**config.mk**
```make
export PLATFORM = sky130hd
export DESIGN_NAME = nmea_sentence_capture_flat
export DESIGN_NICKNAME = d
export VERILOG_FILES = /design/src/rtl/core/nmea_cap_pkg.sv /design/src/rtl/core/nmea_cap_if.sv /design/src/rtl/core/nmea_cap_buf.sv /design/src/rtl/core/nmea_sentence_capture.sv /design/src/flat_wrapper.sv
export SDC_FILE = /design/constraint.sdc
export NUM_CORES = 2
export LEC_CHECK = 0
export ABC_AREA = 1
export BUFFER_PORTS_ARGS = -buffer_cell sky130_fd_sc_hd__clkbuf_2
export CAP_MARGIN = 20
export CORE_ASPECT_RATIO = 1.4
export CORE_MARGIN = 3
export CORE_UTILIZATION = 40
export CTS_BUF_LIST = sky130_fd_sc_hd__clkbuf_2
export DETAILED_ROUTE_END_ITERATION = 8
export GPL_ROUTABILITY_DRIVEN = 1
export HOLD_SLACK_MARGIN = 0.03
export PLACE_DENSITY = 0.54
export SYNTH_ARGS = -nofsm -noshare
export SYNTH_HDL_FRONTEND = slang
export SYNTH_SLANG_ARGS = --single-unit
```
**constraint.sdc**
```tcl
create_clock -name clk -period 9.11 [get_ports clk]
set_clock_uncertainty 0.05 [all_clocks]
set_input_delay 0.911 -clock clk [delete_from_list [all_inputs] [get_ports clk]]
set_output_delay 0.911 -clock clk [all_outputs]
set_load 0.02 [all_outputs]
```
**src/rtl/core/nmea_cap_pkg.sv**
```systemverilog
`timescale 1ns / 1ps
`default_nettype none
// ----------------------------------------------------------------------------
// nmea_cap_pkg
// Shared constants and types of the NMEA sentence capture block: field
// widths, result codes, framing characters and register indexes.
// ----------------------------------------------------------------------------
package nmea_cap_pkg;

    // Field widths of the item channels
    localparam int BYTE_W  = 8;
    localparam int RIDX_W  = 7;
    localparam int EVENT_W = 3;
    localparam int LEN_W   = 8;

    // Configuration port
    localparam int TAG_W     = 40;
    localparam int REG_IDX_W = 2;

    localparam logic [REG_IDX_W-1:0] REG_TAG_FIRST  = 2'd0;
    localparam logic [REG_IDX_W-1:0] REG_TAG_SECOND = 2'd1;
    localparam logic [REG_IDX_W-1:0] REG_TAG_SELECT = 2'd2;

    // Reset tags: "GPRMC" and "GPGGA"
    localparam logic [TAG_W-1:0] TAG_FIRST_RST  = 40'h4750524D43;
    localparam logic [TAG_W-1:0] TAG_SECOND_RST = 40'h4750474741;

    // Input item kinds
    localparam logic KIND_RX   = 1'b0;
    localparam logic KIND_READ = 1'b1;

    // Framing characters
    localparam logic [BYTE_W-1:0] CHAR_START = 8'h24;
    localparam logic [BYTE_W-1:0] CHAR_CR    = 8'h0D;
    localparam logic [BYTE_W-1:0] CHAR_LF    = 8'h0A;

    // Result event codes
    typedef logic [EVENT_W-1:0] event_t;

    localparam event_t EV_HUNT     = 3'd0;
    localparam event_t EV_STORED   = 3'd1;
    localparam event_t EV_CAPTURED = 3'd2;
    localparam event_t EV_UNWANTED = 3'd3;
    localparam event_t EV_OVERFLOW = 3'd4;
    localparam event_t EV_READ     = 3'd5;

    // Sentence buffer access control
    typedef struct packed {
        logic we;
        logic re;
    } mem_ctrl_t;

endpackage

`default_nettype wire

```
**src/rtl/core/nmea_cap_if.sv**
```systemverilog
`timescale 1ns / 1ps
`default_nettype none
// ----------------------------------------------------------------------------
// nmea_cap_if
// Valid/ready channels of the NMEA sentence capture block: the input item
// channel and the result item channel.
// ----------------------------------------------------------------------------
interface nmea_cap_in_if;
    logic                              valid;
    logic                              ready;
    logic                              kind;
    logic [nmea_cap_pkg::BYTE_W-1:0]   rx_byte;
    logic [nmea_cap_pkg::RIDX_W-1:0]   read_index;

    modport source (output valid, kind, rx_byte, read_index, input ready);
    modport sink   (input valid, kind, rx_byte, read_index, output ready);
endinterface

interface nmea_cap_out_if;
    logic                              valid;
    logic                              ready;
    logic [nmea_cap_pkg::EVENT_W-1:0]  event_res;
    logic [nmea_cap_pkg::LEN_W-1:0]    captured_length;
    logic [nmea_cap_pkg::BYTE_W-1:0]   read_data;

    modport source (output valid, event_res, captured_length, read_data, input ready);
    modport sink   (input valid, event_res, captured_length, read_data, output ready);
endinterface

`default_nettype wire

```
**src/rtl/core/nmea_cap_buf.sv**
```systemverilog
`timescale 1ns / 1ps
`default_nettype none
// ----------------------------------------------------------------------------
// nmea_cap_buf
// Two-bank sentence buffer: one write port and one read port with
// registered read data. The bank bit is the top address bit.
// ----------------------------------------------------------------------------
module nmea_cap_buf #(
    parameter int DEPTH = 256
) (
    input  wire                                clk,
    input  nmea_cap_pkg::mem_ctrl_t            ctrl,
    input  wire [$clog2(DEPTH)-1:0]            waddr,
    input  wire [nmea_cap_pkg::BYTE_W-1:0]     wdata,
    input  wire [$clog2(DEPTH)-1:0]            raddr,
    output logic [nmea_cap_pkg::BYTE_W-1:0]    rdata
);

    logic [nmea_cap_pkg::BYTE_W-1:0] mem [DEPTH];
    logic [nmea_cap_pkg::BYTE_W-1:0] rdata_reg;

    // Write the work bank, read the captured bank
    always_ff @(posedge clk)
    begin
        if (ctrl.we)
        begin
            mem[waddr] <= wdata;
        end
        if (ctrl.re)
        begin
            rdata_reg <= mem[raddr];
        end
    end

    assign rdata = rdata_reg;

endmodule

`default_nettype wire

```
**src/rtl/core/nmea_sentence_capture.sv**
```systemverilog
`timescale 1ns / 1ps
`default_nettype none
// ----------------------------------------------------------------------------
// nmea_sentence_capture
// Filters NMEA 0183 sentences out of a received byte stream and keeps the
// latest sentence whose header matches the selected tag.
// ----------------------------------------------------------------------------
// Usage:
//   in_ch  carries one item per handshake: a received UART byte (kind 0) or
//          a read of one captured sentence byte (kind 1).
//   out_ch returns exactly one result item per input item, in order: event
//          code, current captured length and read byte.
//   cfg_we/cfg_index/cfg_data write the two tags and the tag select; write
//          them only while no item is in flight.
// A result is valid in the cycle after acceptance; one item is taken
// every cycle while out_ch is drained. The output register is the only
// buffering: in_ch.ready is high whenever that register is empty or being
// taken, so a stall on out_ch holds the result and blocks in_ch for as long
// as it lasts. The captured sentence lives in one bank of a two-bank buffer
// whose read data is registered straight into the result; a capture swaps
// the banks. Reset empties the capture (length 0), restarts hunting for '$'
// and loads the tags "GPRMC" and "GPGGA" with the first one selected.
// ----------------------------------------------------------------------------
module nmea_sentence_capture #(
    parameter int BUF_DEPTH = 128,
    parameter int TAG_LEN   = 5
) (
    input  wire                                    clk,
    input  wire                                    rst_n,
    nmea_cap_in_if.sink                            in_ch,
    nmea_cap_out_if.source                         out_ch,
    input  wire                                    cfg_we,
    input  wire [nmea_cap_pkg::REG_IDX_W-1:0]      cfg_index,
    input  wire [nmea_cap_pkg::TAG_W-1:0]          cfg_data
);

    localparam int IW   = $clog2(BUF_DEPTH);
    localparam int CW   = $clog2(BUF_DEPTH + 1);
    localparam int HW   = TAG_LEN * 8;
    localparam int XW   = (CW > nmea_cap_pkg::RIDX_W) ? CW : nmea_cap_pkg::RIDX_W;

    // Configuration registers
    logic [nmea_cap_pkg::TAG_W-1:0]  tag_first_reg;
    logic [nmea_cap_pkg::TAG_W-1:0]  tag_second_reg;
    logic                            tag_select_reg;

    // Sentence tracking state
    logic [IW-1:0]                   wp_reg, wp_next;
    logic [HW-1:0]                   hdr_reg, hdr_next, hdr_upd;
    logic [nmea_cap_pkg::BYTE_W-1:0] prev_reg, prev_next;
    logic [CW-1:0]                   cnt_reg, cnt_next;
    logic                            bank_reg, bank_next;

    // Result register
    logic                            out_valid_reg;
    nmea_cap_pkg::event_t            ev_reg, ev_next;
    logic [nmea_cap_pkg::LEN_W-1:0]  len_reg;
    logic                            rd_ok_reg, rd_ok_next;

    // Buffer access
    nmea_cap_pkg::mem_ctrl_t         mem_ctrl;
    logic [IW:0]                     mem_waddr;
    logic [IW:0]                     mem_raddr;
    logic [nmea_cap_pkg::BYTE_W-1:0] mem_rdata;

    logic                            accept;
    logic                            in_ready;
    logic                            is_end;
    logic                            hdr_full;
    logic                            match_first;
    logic                            match_second;
    logic                            want;
    logic                            capture;

    // Take a new item whenever the result register is free or drains
    assign in_ready    = !out_valid_reg || out_ch.ready;
    assign in_ch.ready = in_ready;
    assign accept      = in_ch.valid && in_ready;

    // Header shift and sentence end detection
    assign hdr_upd      = (wp_reg <= IW'(TAG_LEN)) ? HW'({hdr_reg, in_ch.rx_byte}) : hdr_reg;
    assign is_end       = (in_ch.rx_byte == nmea_cap_pkg::CHAR_LF)
                       && (prev_reg == nmea_cap_pkg::CHAR_CR);
    assign hdr_full     = wp_reg > IW'(TAG_LEN);
    assign match_first  = hdr_upd == HW'(tag_first_reg);
    assign match_second = hdr_upd == HW'(tag_second_reg);
    assign want         = hdr_full && (match_first ? !tag_select_reg
                                                   : (match_second && tag_select_reg));

    // Advance the sentence state for one item
    always_comb
    begin
        wp_next      = wp_reg;
        hdr_next     = hdr_reg;
        prev_next    = prev_reg;
        cnt_next     = cnt_reg;
        bank_next    = bank_reg;
        ev_next      = nmea_cap_pkg::EV_HUNT;
        rd_ok_next   = 1'b0;
        capture      = 1'b0;
        mem_ctrl.we  = 1'b0;
        mem_ctrl.re  = 1'b0;
        mem_waddr    = {~bank_reg, wp_reg};
        mem_raddr    = {bank_reg, IW'(in_ch.read_index)};

        if (accept)
        begin
            if (in_ch.kind == nmea_cap_pkg::KIND_READ)
            begin
                ev_next     = nmea_cap_pkg::EV_READ;
                mem_ctrl.re = 1'b1;
                rd_ok_next  = (XW'(in_ch.read_index) < XW'(cnt_reg))
                           && (XW'(in_ch.read_index) < XW'(BUF_DEPTH));
            end
            else if (wp_reg == '0)
            begin
                // Hunt for the start character
                if (in_ch.rx_byte == nmea_cap_pkg::CHAR_START)
                begin
                    mem_ctrl.we = 1'b1;
                    prev_next   = in_ch.rx_byte;
                    hdr_next    = '0;
                    wp_next     = IW'(1);
                    ev_next     = nmea_cap_pkg::EV_STORED;
                end
            end
            else
            begin
                mem_ctrl.we = 1'b1;
                hdr_next    = hdr_upd;
                prev_next   = in_ch.rx_byte;
                if (is_end)
                begin
                    wp_next = '0;
                    if (want)
                    begin
                        capture   = 1'b1;
                        cnt_next  = CW'(wp_reg) + CW'(1);
                        bank_next = ~bank_reg;
                        ev_next   = nmea_cap_pkg::EV_CAPTURED;
                    end
                    else
                    begin
                        ev_next = nmea_cap_pkg::EV_UNWANTED;
                    end
                end
                else if (wp_reg == IW'(BUF_DEPTH - 1))
                begin
                    // Drop the sentence, keep the capture
                    wp_next = '0;
                    ev_next = nmea_cap_pkg::EV_OVERFLOW;
                end
                else
                begin
                    wp_next = wp_reg + IW'(1);
                    ev_next = nmea_cap_pkg::EV_STORED;
                end
            end
        end
    end

    // Control state and configuration registers
    always_ff @(posedge clk or negedge rst_n)
    begin
        if (!rst_n)
        begin
            tag_first_reg  <= nmea_cap_pkg::TAG_FIRST_RST;
            tag_second_reg <= nmea_cap_pkg::TAG_SECOND_RST;
            tag_select_reg <= 1'b0;
            wp_reg         <= '0;
            hdr_reg        <= '0;
            prev_reg       <= '0;
            cnt_reg        <= '0;
            bank_reg       <= 1'b0;
            out_valid_reg  <= 1'b0;
        end
        else
        begin
            if (cfg_we)
            begin
                unique case (cfg_index)
                    nmea_cap_pkg::REG_TAG_FIRST:  tag_first_reg  <= cfg_data;
                    nmea_cap_pkg::REG_TAG_SECOND: tag_second_reg <= cfg_data;
                    nmea_cap_pkg::REG_TAG_SELECT: tag_select_reg <= cfg_data[0];
                    default:                      ;
                endcase
            end
            wp_reg   <= wp_next;
            hdr_reg  <= hdr_next;
            prev_reg <= prev_next;
            cnt_reg  <= cnt_next;
            bank_reg <= bank_next;
            if (accept)
            begin
                out_valid_reg <= 1'b1;
            end
            else if (out_ch.ready)
            begin
                out_valid_reg <= 1'b0;
            end
        end
    end

    // Hold the result payload until the next item
    always_ff @(posedge clk)
    begin
        if (accept)
        begin
            ev_reg    <= ev_next;
            len_reg   <= nmea_cap_pkg::LEN_W'(cnt_next);
            rd_ok_reg <= rd_ok_next;
        end
    end

    // Two-bank sentence buffer; each bank spans the full work address range
    nmea_cap_buf #(
        .DEPTH (2 << IW)
    ) u_buf (
        .clk   (clk),
        .ctrl  (mem_ctrl),
        .waddr (mem_waddr),
        .wdata (in_ch.rx_byte),
        .raddr (mem_raddr),
        .rdata (mem_rdata)
    );

    // Drive the result channel
    assign out_ch.valid           = out_valid_reg;
    assign out_ch.event_res       = ev_reg;
    assign out_ch.captured_length = len_reg;
    assign out_ch.read_data       = rd_ok_reg ? mem_rdata : '0;

`ifndef SYNTHESIS
    // A capture swaps the buffer banks
    a_capture_swaps: assert property (@(posedge clk) disable iff (!rst_n)
        capture |=> (bank_reg != $past(bank_reg)))
        else $error("bank did not swap on capture");

    // The captured length only changes on a capture
    a_count_stable: assert property (@(posedge clk) disable iff (!rst_n)
        !capture |=> $stable(cnt_reg))
        else $error("captured length changed without a capture");

    // Only read replies carry buffer data
    a_read_data_kind: assert property (@(posedge clk) disable iff (!rst_n)
        (out_valid_reg && (ev_reg != nmea_cap_pkg::EV_READ)) |-> !rd_ok_reg)
        else $error("read data enabled on a received-byte result");
`endif

endmodule

`default_nettype wire

```
**src/flat_wrapper.sv**
```systemverilog
// flat-port wrapper written by rule: the top's interface ports become plain ports
module nmea_sentence_capture_flat 
#(
    parameter int BUF_DEPTH = 128,
    parameter int TAG_LEN   = 5
)
  (clk, rst_n, cfg_we, cfg_index, cfg_data, in_ch_valid, in_ch_kind, in_ch_rx_byte, in_ch_read_index, in_ch_ready, out_ch_valid, out_ch_event_res, out_ch_captured_length, out_ch_read_data, out_ch_ready);
  nmea_cap_in_if in_ch_i ();
  nmea_cap_out_if out_ch_i ();
  input  wire clk;
  input  wire rst_n;
  input  wire cfg_we;
  input  wire [nmea_cap_pkg::REG_IDX_W-1:0] cfg_index;
  input  wire [nmea_cap_pkg::TAG_W-1:0] cfg_data;
  input wire logic [$bits(in_ch_i.valid)-1:0] in_ch_valid;
  input wire logic [$bits(in_ch_i.kind)-1:0] in_ch_kind;
  input wire logic [$bits(in_ch_i.rx_byte)-1:0] in_ch_rx_byte;
  input wire logic [$bits(in_ch_i.read_index)-1:0] in_ch_read_index;
  output wire logic [$bits(in_ch_i.ready)-1:0] in_ch_ready;
  output wire logic [$bits(out_ch_i.valid)-1:0] out_ch_valid;
  output wire logic [$bits(out_ch_i.event_res)-1:0] out_ch_event_res;
  output wire logic [$bits(out_ch_i.captured_length)-1:0] out_ch_captured_length;
  output wire logic [$bits(out_ch_i.read_data)-1:0] out_ch_read_data;
  input wire logic [$bits(out_ch_i.ready)-1:0] out_ch_ready;
  assign in_ch_i.valid = in_ch_valid;
  assign in_ch_i.kind = in_ch_kind;
  assign in_ch_i.rx_byte = in_ch_rx_byte;
  assign in_ch_i.read_index = in_ch_read_index;
  assign in_ch_ready = in_ch_i.ready;
  assign out_ch_valid = out_ch_i.valid;
  assign out_ch_event_res = out_ch_i.event_res;
  assign out_ch_captured_length = out_ch_i.captured_length;
  assign out_ch_read_data = out_ch_i.read_data;
  assign out_ch_i.ready = out_ch_ready;
  nmea_sentence_capture #(.BUF_DEPTH(BUF_DEPTH), .TAG_LEN(TAG_LEN)) u_core (.clk(clk), .rst_n(rst_n), .in_ch(in_ch_i), .out_ch(out_ch_i), .cfg_we(cfg_we), .cfg_index(cfg_index), .cfg_data(cfg_data));
endmodule
```
Word level (Yosys, flattened, before mapping)

Memories as Yosys holds them, arrays and structs flattened. A register that Yosys moved wholly into a read port is not among the register bits.
Cells that the tools add are included.

Bits of input ports: 63
Bits in registers: 158
Output and inout bits: 21
Memory bits (writable): 2048
Logic and storage cells: 75
Memories kept: 1

Reductions and logical operators: 15
Equal/unequal tests: 9
Bitwise logic cells: 3
Add/sub/neg operators: 2
Mux-type cells: 30
Magnitude comparators: 3

Memories:

| memory           | words | width | read ports | clocked after memory_dff | write ports | RTL line           | source |
|---|---|---|---|---|---|---|---|
| u_core.u_buf.mem | 256   | 8     | 1          | 1                        | 1           | nmea_cap_buf.sv:19 | `logic [nmea_cap_pkg::BYTE_W-1:0] mem [DEPTH];` |

Operators by type and width:

| operator                                                      | number |
|---|---|
| two-way mux 40 bit                                            | 3 |
| == test 40 bit                                                | 2 |
| two-way mux 8 bit                                             | 8 |
| two-way mux 7 bit                                             | 4 |
| == test 8 x 4 -> 1 bit, second input constant                 | 2 |
| two-way mux 1 bit                                             | 11 |
| two-way mux 3 bit                                             | 3 |
| adder 7 x 1 -> 8 bit, second input constant                   | 1 |
| == test 8 x 6 -> 1 bit, second input constant                 | 1 |
| less-than comparator 7 x 8 -> 1 bit                           | 1 |
| adder 7 x 1 -> 7 bit, second input constant                   | 1 |
| == test 7 bit, second input constant                          | 1 |
| greater-than comparator 7 x 3 -> 1 bit, second input constant | 1 |
| <= comparator 7 x 3 -> 1 bit, second input constant           | 1 |
| logical NOT 7 bit                                             | 1 |
| AND reduction 2 bit                                           | 3 |
| AND reduction 5 bit                                           | 1 |
| logical AND 1 bit                                             | 4 |
| inverter 1 bit                                                | 3 |
| AND reduction 3 bit                                           | 1 |
| == test 2 x 1 -> 1 bit, second input constant                 | 1 |
| == test 2 bit, second input constant                          | 1 |
| logical NOT 1 bit                                             | 2 |
| logical NOT 2 bit                                             | 1 |
| 4 further kinds                                               | 4 |

Logic depth before layout (Yosys ltp)

Word-level depth: 11
Mapped depth: 22
Depth with buffers taken out: 21

By module

A second synthesis with hierarchy kept.

Cells, all modules: 8168
Area total of the unflattened synthesis: 92263.5 sq um

Modules (own cells, without submodules):

| module                | times used | sequential area each (sq um) | area an instance (sq um) | cells an instance |
|---|---|---|---|---|
| nmea_cap_buf          | 1          | 61739.2                      | 83476.3                  | 7003 |
| nmea_sentence_capture | 1          | 4053.9                       | 8787.2                   | 1165 |

Worst setup path after synthesis

No wires, ideal clock.

Path type: input port to flip-flop
From: input port out_ch_ready
To: memory u_core.u_buf.mem[174][0] (netlist bit) (enable)
Setup time: 370 ps
Data required time: 8690 ps
Setup slack: 5646 ps
Cell stages on the path: 10
Path buffers: 2
Data arrival time: 3043 ps
Cell sequence: inv_1 > nand2_1 > nand2_1 > inv_1 > nand3_1 > inv_1 > buf_1 > nand4_1 > buf_2 > nor2_1

Longest elaborated chain between the ends: 5

RTL lines:

| item                                    | RTL line                     | source |
|---|---|---|
| start: declaration                      | flat_wrapper.sv:24           | `input wire logic [$bits(out_ch_i.ready)-1:0] out_ch_ready;` |
| logical OR 1 bit                        | nmea_sentence_capture.sv:76  | `assign in_ready = !out_valid_reg \|\| out_ch.ready;` |
| net in_ch_ready                         | flat_wrapper.sv:19           | `output wire logic [$bits(in_ch_i.ready)-1:0] in_ch_ready;` |
| logical AND 1 bit                       | nmea_sentence_capture.sv:78  | `assign accept = in_ch.valid && in_ready;` |
| net u_core.accept                       | nmea_sentence_capture.sv:66  | `logic accept;` |
| two-way mux 2 bit                       | nmea_sentence_capture.sv:106 | `if (accept)` |
| two-way mux 1 bit                       | nmea_cap_buf.sv:25           | `if (ctrl.we)` |
| two-way mux 1 bit (not written as such) | nmea_cap_buf.sv:27           | `mem[waddr] <= wdata;` |
| end: declaration                        | nmea_cap_buf.sv:19           |  |

The timed path passes the listed nets, and every way through them passes these cells.

Final worst setup path

From: input port out_ch_ready
To: memory u_core.u_buf.mem[141][0] (netlist bit) (enable)

Longest elaborated chain between the ends: 5

RTL lines:

| item                                    | RTL line |
|---|---|
| logical OR 1 bit                        | nmea_sentence_capture.sv:76 |
| logical AND 1 bit                       | nmea_sentence_capture.sv:78 |
| net u_core.accept                       | nmea_sentence_capture.sv:66 |
| two-way mux 2 bit                       | nmea_sentence_capture.sv:106 |
| two-way mux 1 bit                       | nmea_cap_buf.sv:25 |
| two-way mux 1 bit (not written as such) | nmea_cap_buf.sv:27 |

The timed path passes the listed nets, and every way through them passes these cells.

==> run metrics <==
status complete, no violations; hold slack final 206 ps; commonest non-fill, non-tap cell in the layout edfxtp_1; Die H 568 um; cell area after layout 99,300 um^2; area fraction of the dominant cell type after synthesis 68.8%; Clock power frac 30.0%; Multi-input gate area 21,600 um^2; CTS tree done; postcts setup bufs 0; Slew Limit Fails 0; R2R depth 7; Rel. slew slack 12.5%; ANT nets after route 0; sequential area share after synthesis 72.9%; Comb power frac 17.5%; Critical Path Source Type input pin; Critical Path AT 6380 ps; WP depth 11; Hold Crit Class in2reg; Tcrit/Tclk final 58.2%; filler instances 21,123; Resized cells post-CTS 0; Netlist cell types 38; clock buffer depth 4; Seq cells post-synth 2,214; Hold Crit Start in_ch_rx_byte[6]; PortBufs 83; Psw 7.00 mW; via count 63,019; Power Total 21.9 mW; post-synthesis instance area 90,300 um^2; average cell area after synthesis 11.8 um^2; post-place instance area 93,300 um^2; RSZ-0062 raised after global routing no; Syn. warnings 0; GRT Total Usage 23.8%; FF-to-FF setup slack 3950 ps; clock slew seen by the registers of the worst setup and hold paths 110 ps; Critical path buffers and inverters 6; Reg-to-Reg End u_core.u_buf.mem[141][0]$_DFFE_PP_; root buffer cell clkbuf_2; Top reg by flops u_core.u_buf.mem; # rows 205; largest net degree at the start of global routing 240; internal power 14.9 mW; die area 231,000 um^2; total global routing overflow 0; CP Capture Type flip-flop; syn_nets 7,696; pwr/cell area 220 nW/um^2; Required @ worst endpoint 10,190 ps; DRT iter0 DRCs 6,310; Hold Crit Depth 2; Clock Latency Late Sink 1640 ps; crit path max fanout 28; initial antenna violation count 13; Reg2Reg Launch Point u_core.out_ch.valid$_DFFE_PN0P_; post-route setup TNS 0 ps; Async S/R FF share, synth 6.59%; slowest stage cell on the critical path nand3_1; RePlAce Congestion 0.906; max cap viols 0; sequential fraction of design power 52.5%; most frequent cells in the layout 2,068 x edfxtp_1, 1,564 x nor2_1, 1,329 x o21ai_0; residual DRC count 0; FF+latch area 65,800 um^2; post-synth top area cell edfxtp_1; Worst path max stage delay 980 ps; H-tree Lvls 6; Largest register FFs 2,048; first-pass GRT wire length 412,000 um; crit path cell chain dlygate4sd3_1, clkbuf_2, dlygate4sd3_1, inv_1, nand2_1, nand2_1, inv_1, nand3_1, inv_2, nand3_1, nor2_1; routed wire length 284,000 um; crit path to u_core.u_buf.mem[141][0]$_DFFE_PP_; Least-Margin Pin Slew 1310 ps; delay-heaviest family, CP simple AND/OR/NAND/NOR gates; area grow syn2layout 9.97%; ranking of synthesized cells by area edfxtp_1 69%, o21ai_0 7.4%, nor2_1 6.5%; maximum VDD drop 201 uV; Fin. Hold Viols 0; Pre-Repair DR Iteration Count 6; Worst Setup SP out_ch_ready; Num CTS Buffers 523; number of enable flip-flop cells after synthesis 2,068; Switching Share 32.0%; Layout Nets 7,972; leakage power 33.7 nW; Max Clock Freq 0.189 GHz; clock sink count 2,214; critical path class in2reg; post-layout minimum cycle time 5300 ps; per-cell routed wire length 25.2 um; number of global-route vias before repair 63,730; Setup-failing EPs final 0; Core ar. 224,000 um^2; top_reg_cell synth edfxtp_1; Detailed Place HPWL 164,000 um; Top Ports 84; Die X 407 um; layout cells sized above 1 12.4%; cells after synthesis 7,623; Initial Util 40.4%; Via density 5.59
[per-stage QoR]
| stage | utilization, % | instances | setup WS, ps |
|---|---|---|---|
| after floorplan | - | 7623 | 5650 |
| after global placement | 41.7 | 10261 | 3380 |
| after detailed placement | 41.7 | 10261 | 3360 |
| after CTS | 44.4 | 11258 | 3930 |
| after global routing | 44.4 | 11264 | 3550 |
| final | 44.4 | 11266 | 3810 |
[worst min path at each step]
stage / endpoint / slack [ps]
6_report: u_core.u_buf.mem[231][6]$_DFFE_PP_ / 210
5_1_grt: u_core.u_buf.mem[101][6]$_DFFE_PP_ / 70
4_1_cts: u_core.u_buf.mem[227][2]$_DFFE_PP_ / 30
3_5_place_dp: u_core.prev_reg[0]$_DFFE_PN0P_ / 420
3_3_place_gp: u_core.prev_reg[0]$_DFFE_PN0P_ / 420
2_1_floorplan: u_core.prev_reg[2]$_DFFE_PN0P_ / 400
[layout make-up]
class,instances,area share (%)
Antenna cell,7,0.0176
Clock buffer,719,3.63
Clock inverter,165,1.14
Inverter,230,0.897
Multi-Input combinational cell,4648,21.7
Sequential cell,2214,66.3
Tap cell,3001,3.78
Timing Repair Buffer,282,2.52
[Yosys cell counts, types with 3 or more instances]
library cell and n:
inv_2 6, buf_2 33, o21ai_1 6, o22ai_1 650, xor2_1 3, nor3_1 4, buf_4 4, o21ai_0 1329
ha_1 10, edfxtp_1 2068, or2_2 9, dfstp_2 32, a21oi_1 24, clkbuf_1 446, buf_6 4, nand3b_1 18
inv_1 220, nand2_4 3, nor2_1 1564, nor2_2 4, buf_1 43, nand4_1 11, nand2_1 652, dfrtp_1 114
clkinv_1 3, nand3_1 350
[routing by layer]
layer | track usage (%) | part of all wire, % | wire [um] | vias up
li1 | - | - | - | 28450
met1 | 28.6 | 38 | 107000 | 31097
met2 | 40.5 | 49 | 140000 | 2797
met3 | 4.13 | 7.1 | 20300 | 669
met4 | 13.9 | 6.0 | 17100 | 6
met5 | 0 | 0.015 | 44 | -
[cell families after synthesis]
kind of cell | share of synthesized area (%)
buffers and inverters | 3.27
xor gates and xnor gates | 0.0291
DFF | 72.9
AOI/OAI and AO/OA | 12.1
and+or+nand+nor | 11.6
adders and majority gates | 0.139
[worst register-to-register path, delay by kind of cell (launching register included)]
family	cells	cell delay [ps]
buffers and inverters	2	1370
and+or+nand+nor	5	2820
DFF	1	410
[timing repair]
action,in CTS,in global routing
setup endpoints to repair,0,0
endpoints found under the hold margin,1048,0
hold buffers,113,0
[power groups by stage]
stage	sequential, mW	combinational (mW)	clock [mW]
after floorplan	11.6	2.29	0
after global placement	11.7	3.76	0
after detailed placement	11.7	3.76	0
after CTS	11.5	3.81	6.74
after global routing	11.5	4.18	7.25
final	11.5	3.83	6.57
No activity file was read; power rests on OpenSTA's default activity.
